File: config.mk
export PLATFORM = sky130hd
export DESIGN_NAME = cal_cell
export DESIGN_NICKNAME = d
export VERILOG_FILES = /design/src/sv/cal_pkg.sv /design/src/sv/cal_cell.sv
export SDC_FILE = /design/constraint.sdc
export NUM_CORES = 1
export LEC_CHECK = 0
export ABC_AREA = 1
export BUFFER_PORTS_ARGS = -buffer_cell sky130_fd_sc_hd__clkbuf_2
export CAP_MARGIN = 40
export CORE_ASPECT_RATIO = 0.5
export CORE_MARGIN = 2
export CORE_UTILIZATION = 40
export CTS_BUF_LIST = sky130_fd_sc_hd__clkbuf_8
export DETAILED_ROUTE_END_ITERATION = 12
export PLACE_DENSITY = 0.8
export REMOVE_ABC_BUFFERS = 1
export SYNTH_ARGS = -nofsm -noshare
export SYNTH_HDL_FRONTEND = slang
export SYNTH_SLANG_ARGS = --single-unit
File: constraint.sdc
create_clock -name clk -period 2.02 [get_ports clk]
set_input_delay 0.303 -clock clk [delete_from_list [all_inputs] [get_ports clk]]
set_output_delay 0.303 -clock clk [all_outputs]
set_load 0.01 [all_outputs]
File: src/sv/cal_pkg.sv
// Package for the cursor array list: opcodes, status codes, FSM states and
// the control struct that the top level hands to every cell. No dependencies.
`timescale 1ns / 1ps

package cal_pkg;

    localparam int LEN_W       = 7;
    localparam int OP_W        = 4;
    localparam int ST_W        = 2;
    localparam int DEPTH_DEF   = 64;
    localparam int DATA_W_DEF  = 32;
    localparam int GRP         = 8;
    localparam logic [LEN_W-1:0] CAP_RESET = 7'd64;

    typedef enum logic [OP_W-1:0] {
        OP_CLEAR  = 4'd0,
        OP_INSERT = 4'd1,
        OP_APPEND = 4'd2,
        OP_REMOVE = 4'd3,
        OP_START  = 4'd4,
        OP_END    = 4'd5,
        OP_PREV   = 4'd6,
        OP_NEXT   = 4'd7,
        OP_MOVE   = 4'd8,
        OP_READ   = 4'd9
    } opcode_t;

    typedef enum logic [ST_W-1:0] {
        ST_OK     = 2'd0,
        ST_FULL   = 2'd1,
        ST_NOELEM = 2'd2,
        ST_RANGE  = 2'd3
    } status_t;

    typedef enum logic [1:0] {
        SH_HOLD   = 2'd0,
        SH_INSERT = 2'd1,
        SH_APPEND = 2'd2,
        SH_REMOVE = 2'd3
    } shift_t;

    typedef enum logic [1:0] {
        S_IDLE   = 2'd0,
        S_EXEC   = 2'd1,
        S_GATHER = 2'd2
    } state_t;

    // Broadcast to every cell of the chain.
    typedef struct packed {
        shift_t             shift;
        logic [LEN_W-1:0]   cursor;
        logic [LEN_W-1:0]   count;
    } ctrl_t;

endpackage

File: src/sv/cal_cell.sv
// One entry of the list chain: holds a word and takes it from the left
// neighbour, the right neighbour or the new value. Depends on cal_pkg.
`timescale 1ns / 1ps

module cal_cell #(
    parameter int          DATA_WIDTH = cal_pkg::DATA_W_DEF,
    parameter int unsigned INDEX      = 0
) (
    input  logic                  clk,
    input  cal_pkg::ctrl_t        ctrl,
    input  logic [DATA_WIDTH-1:0] value,
    input  logic [DATA_WIDTH-1:0] left_data,
    input  logic [DATA_WIDTH-1:0] right_data,
    output logic [DATA_WIDTH-1:0] data,
    output logic [DATA_WIDTH-1:0] sel_data
);

    logic [DATA_WIDTH-1:0] data_reg;
    logic [DATA_WIDTH-1:0] data_next;
    logic [31:0]           cur;
    logic [31:0]           cnt;

    assign cur = 32'(ctrl.cursor);
    assign cnt = 32'(ctrl.count);

    always_comb
    begin
        data_next = data_reg;
        case (ctrl.shift)
            cal_pkg::SH_INSERT:
            begin
                if (INDEX == cur)
                    data_next = value;
                else if (INDEX > cur && INDEX <= cnt)
                    data_next = left_data;
            end
            cal_pkg::SH_APPEND:
            begin
                if (INDEX == cnt)
                    data_next = value;
            end
            cal_pkg::SH_REMOVE:
            begin
                // pull the right neighbour into the gap
                if (INDEX >= cur && INDEX + 1 < cnt)
                    data_next = right_data;
            end
            default:
            begin
                data_next = data_reg;
            end
        endcase
    end

    always_ff @(posedge clk)
    begin
        data_reg <= data_next;
    end

    assign data     = data_reg;
    assign sel_data = (INDEX == cur) ? data_reg : '0;

endmodule

; After elaboration in Yosys (flattened, before gate mapping)
; Index checks and enable logic that the tools add are counted.
[totals]
register_bits = 32
latch_bits = 0
mem_bits_rw = 0
mem_bits_ro = 0
inputBits = 113
output_inout_bits = 64
word_cells = 23
memories = 0
[classes]
addsub = 0
mul = 0
div = 0
magnitude_cmp = 4
eq_ne = 6
shift = 0
muxes = 6
bitwise_logic = 0
reduce_logical = 6
[op_table]
columns = cell, count
row1 = $mux W32, 5
row2 = $pmux W32 S3, 1
row3 = $logic_not A32 Y1, 2
row4 = $ge A1 B7 Y1 const A, 1
row5 = $gt A1 B7 Y1 const A, 1
row6 = $le A1 B7 Y1 const A, 1
row7 = $lt A1 B7 Y1 const A, 1
row8 = $eq A2 B2 Y1 const B, 2
row9 = $ne A2 B2 Y1 const B, 2
row10 = $reduce_and A4 Y1, 1
row11 = $ne A3 B3 Y1 const B, 1
row12 = $reduce_bool A3 Y1, 1
row13 = $eq A2 B1 Y1 const B, 1
row14 = $logic_and A1 B1 Y1, 2

; Longest topological paths before layout
[logic_depth]
ltp_word = 5
ltp_mapped = 7
mapped_depth_nobuf = 6

; Worst setup path after synthesis
; Ideal clock, no wire load.
[synth_timing]
kind = input to register
startpoint = in ctrl[15] (netlist bit)
endpoint = reg data_reg[0] (netlist: data[0]) (enable)
setup_time_ns = 0.389
arrival_ns = 1.709
t_required_ns = 1.631
slack_ns = -0.079
stages = 7
path_buffers = 2
path_cell_list = buf_4 > inv_2 > or2_4 > buf_6 > nor2_2 > nand4_1 > nand2_1
[synth_via]
elab_chain_cells = 3
word_cells_on_any_way = 8
cone_classes = eq/ne: 6 / reduce/logical: 2
[synth_lines]
columns = element, line
row1 = "start, declared", cal_cell.sv:10  ; input cal_pkg::ctrl_t ctrl,
row2 = $eq A2 B1 Y1 or $eq A2 B2 Y1 (tied branches), cal_cell.sv:29  ; case (ctrl.shift)
row3 = "$ne A3 B3 Y1 (no source line), or another cell as far along", -
row4 = $reduce_and A4 Y1 (no source line) *, -
row5 = "end signal, assigned", cal_cell.sv:57  ; data_reg <= data_next;
row6 = "end, declared", cal_cell.sv:18  ; logic [DATA_WIDTH-1:0] data_reg;
; Every way passes the cells marked *; elsewhere a longest branch is shown, timed or not.
; A chain may end at the register's enable or synchronous reset.

; Final worst setup path
[layout_timing]
startpoint = in ctrl[11] (netlist bit)
endpoint = out sel_data[13]
[layout_via]
elab_chain_cells = 2
[layout_lines]
columns = element, line
row1 = $logic_not A32 Y1, cal_cell.sv:61  ; assign sel_data = (INDEX == cur) ? data_reg : '0;
row2 = $mux W32, cal_cell.sv:61
row3 = "end, declared", cal_cell.sv:15  ; output logic [DATA_WIDTH-1:0] sel_data
; Every way passes these cells.

==> results.py <==
metrics = {
    "timing": {
        "finalHoldViolCount": 0,
        "setup_ws_ps": 401.9,
        "worstMarginPinSlew_ps": 558.1,
        "relSlewSlack_pct": 62.74,
        "fmax_mhz": 618.0,
        "rsz0062_at_grt": "no",
        "fin_crit_sh_pct": 80.10,
        "drv_slew": 0,
        "post-route-min-period_ps": 1618,
        "whs_ps": 396.7,
        "finalSetupViolCount": 0,
        "tns_ps": 0,
    },
    "cts": {
        "clkTransAtPathRegs_ps": 70,
        "cts_max_level": 2,
        "root_buffer": "clkbuf_8",
        "clock-sinks": 32,
        "numCtsBuffers": 5,
        "cts_resized": 0,
        "hold_buffers": 0,
        "post_cts_buffers": 0,
        "cts_tree": "yes",
        "clockBufferDepth": 2,
    },
    "layout": {
        "fill_cells": 672,
        "register_area_um2": 960.9,
        "nNetsFinal": 713,
        "drive_gt1_share_pct": 32.95,
        "area_delta_synth_final_pct": 37.76,
        "final_cell_mix": "clkbuf_2 (176), inv_1 (132), nand3_1 (97)",
        "fin_util_pct": 56.58,
        "largest_register_ffs": 32,
        "final_cell_area_um2": 3761,
        "layout_commonest_cell": "clkbuf_2",
        "multi_input_area_um2": 1121,
        "antenna_cells": 0,
    },
    "drt": {
        "antenna_left": 0,
        "wl_mm": 8.431,
        "route.vias.total": 3202,
        "first_pass_iters": 4,
        "drcViolationCount": 0,
        "initialDrtViolationCount": 200,
        "vias_per_cell": 4.620,
        "wl_per_cell_um": 12.17,
    },
    "placement": {
        "gp_congestion": 0.8117,
        "placed_area_um2": 3681,
        "place_ws_ps": 390.4,
        "hpwl_mm": 5.929,
        "io_buffer_count": 176,
    },
    "die": {
        "fp.dieW_um": 120.8,
        "dieArea_um2": 7543,
        "row_count": 21,
        "start_util_pct": 41.07,
        "die_height_um": 62.42,
        "ios": 177,
        "coreArea_um2": 6648,
    },
    "setup_path": {
        "cpLargestDelayFamily": "simple AND/OR/NAND/NOR gates",
        "cp_max_fo": 32,
        "cpMostUsedCell": "nor2_1",
        "startpoint_type": "input pin",
        "crit_slowest_cell": "inv_2",
        "arrival_ps": 1320,
        "cpPeakStageDelay_ps": 250,
        "path_cells": "clkbuf_2 > nor2_1 > nand2_1 > nor2_1 > inv_2 > nor2_1 > clkbuf_2",
        "cp-end-kind": "output port",
        "worstPathRequired_ps": 1720,
        "crit_buf_inv": 3,
        "crit_type": "input pin to output port",
    },
    "min_path": {
        "hp-class": "input pin to flip-flop",
    },
    "outcome": {
        "status": "finished clean",
    },
    "run": {
        "max_cap_violations": 0,
    },
    "global_route": {
        "grt_overflow": 0,
        "grt_first_pass_wirelength_mm": 14.21,
        "grt_pass1_vias": 3053,
        "antenna_found_initial": 0,
        "grtUsageTotal_pct": 22.92,
        "grt_max_degree": 34,
    },
    "synthesis": {
        "synthCells": 436,
        "netlist_area_um2": 2730,
        "ys_seq_area_share_pct": 35.20,
        "synthTopCellsByArea": "edfxtp_1 (35%), inv_1 (18%), nand3_1 (18%)",
        "netlist.area_leader.share_pct": 35.20,
        "yosysWarnings": 0,
        "syn_area_per_cell_um2": 6.262,
        "synth_cell_type_count": 16,
        "ys_ff_latch": 32,
        "yosys.area.top_type": "edfxtp_1",
    },
    "power": {
        "total_leakage_power_uw": 0.002217,
        "worst_ir_drop_vdd_uv": 203.2,
        "pwr_density_cell_nw_per_um2": 414.0,
    },
}
==> worst min-delay path, delay by kind of cell <==
kind	cells	cell delay, ps
and+or+nand+nor	2	110
AOI/OAI and AO/OA	1	50
buffers and inverters	2	100
==> routing by layer <==
metal | GRT usage (%) | wire length, um | up-vias
met3 | 3.558 | 573 | 14
met1 | 29.78 | 3498 | 1387
met2 | 40.03 | 4240 | 126
met5 | 0 | 0 | -
li1 | - | - | 1675
met4 | 5.814 | 120 | 0
==> synth_stat cells <==
library cell	number
inv_1	130
nand3_1	97
nor2_1	40
nand2_1	36
o21ai_1	33
edfxtp_1	32
o21ai_0	31
clkbuf_1	12
buf_2	10
inv_2	4
buf_1	3
buf_6	3
nand4_1	2
buf_4	1
nor2_2	1
or2_4	1
==> worst paths after layout <==
path	start	end	slack, ps	cells past startpoint
min	left_data[16]	data[16]$_DFFE_PP_	400	5
max	ctrl[11]	sel_data[13]	400	7
==> power breakdown <==
part | switching [uW] | internal (uW)
sequential | 2.21 | 743
combinational | 192 | 159
clock | 232 | 230
total | 426 | 1130
==> metrics by stage <==
step	cells	power, uW
finish	693	1557
global route	693	1658
CTS	693	1566
detailed placement	685	1110
global placement	685	1102
floorplan	407	924.9
==> cell type report <==
| class | instances | share of cell area [%] |
|---|---|---|
| inverters | 134 | 13.37 |
| clock buffers | 5 | 1.830 |
| repair buffers | 186 | 26.08 |
| clock inverters | 3 | 0.2994 |
| multi-input cells | 241 | 29.81 |
| well taps | 92 | 3.061 |
| flip-flops and latches | 32 | 25.55 |
==> logic make-up (layout without fill, tap and decap cells) <==
| group | after synthesis | after routing | synth area share, % |
|---|---|---|---|
| simple gates | 177 | 177 | 29.24 |
| buf+inv | 163 | 328 | 23.83 |
| flops | 32 | 32 | 35.20 |
| compound gates | 64 | 64 | 11.73 |
Power figures use the tool's default switching activity.
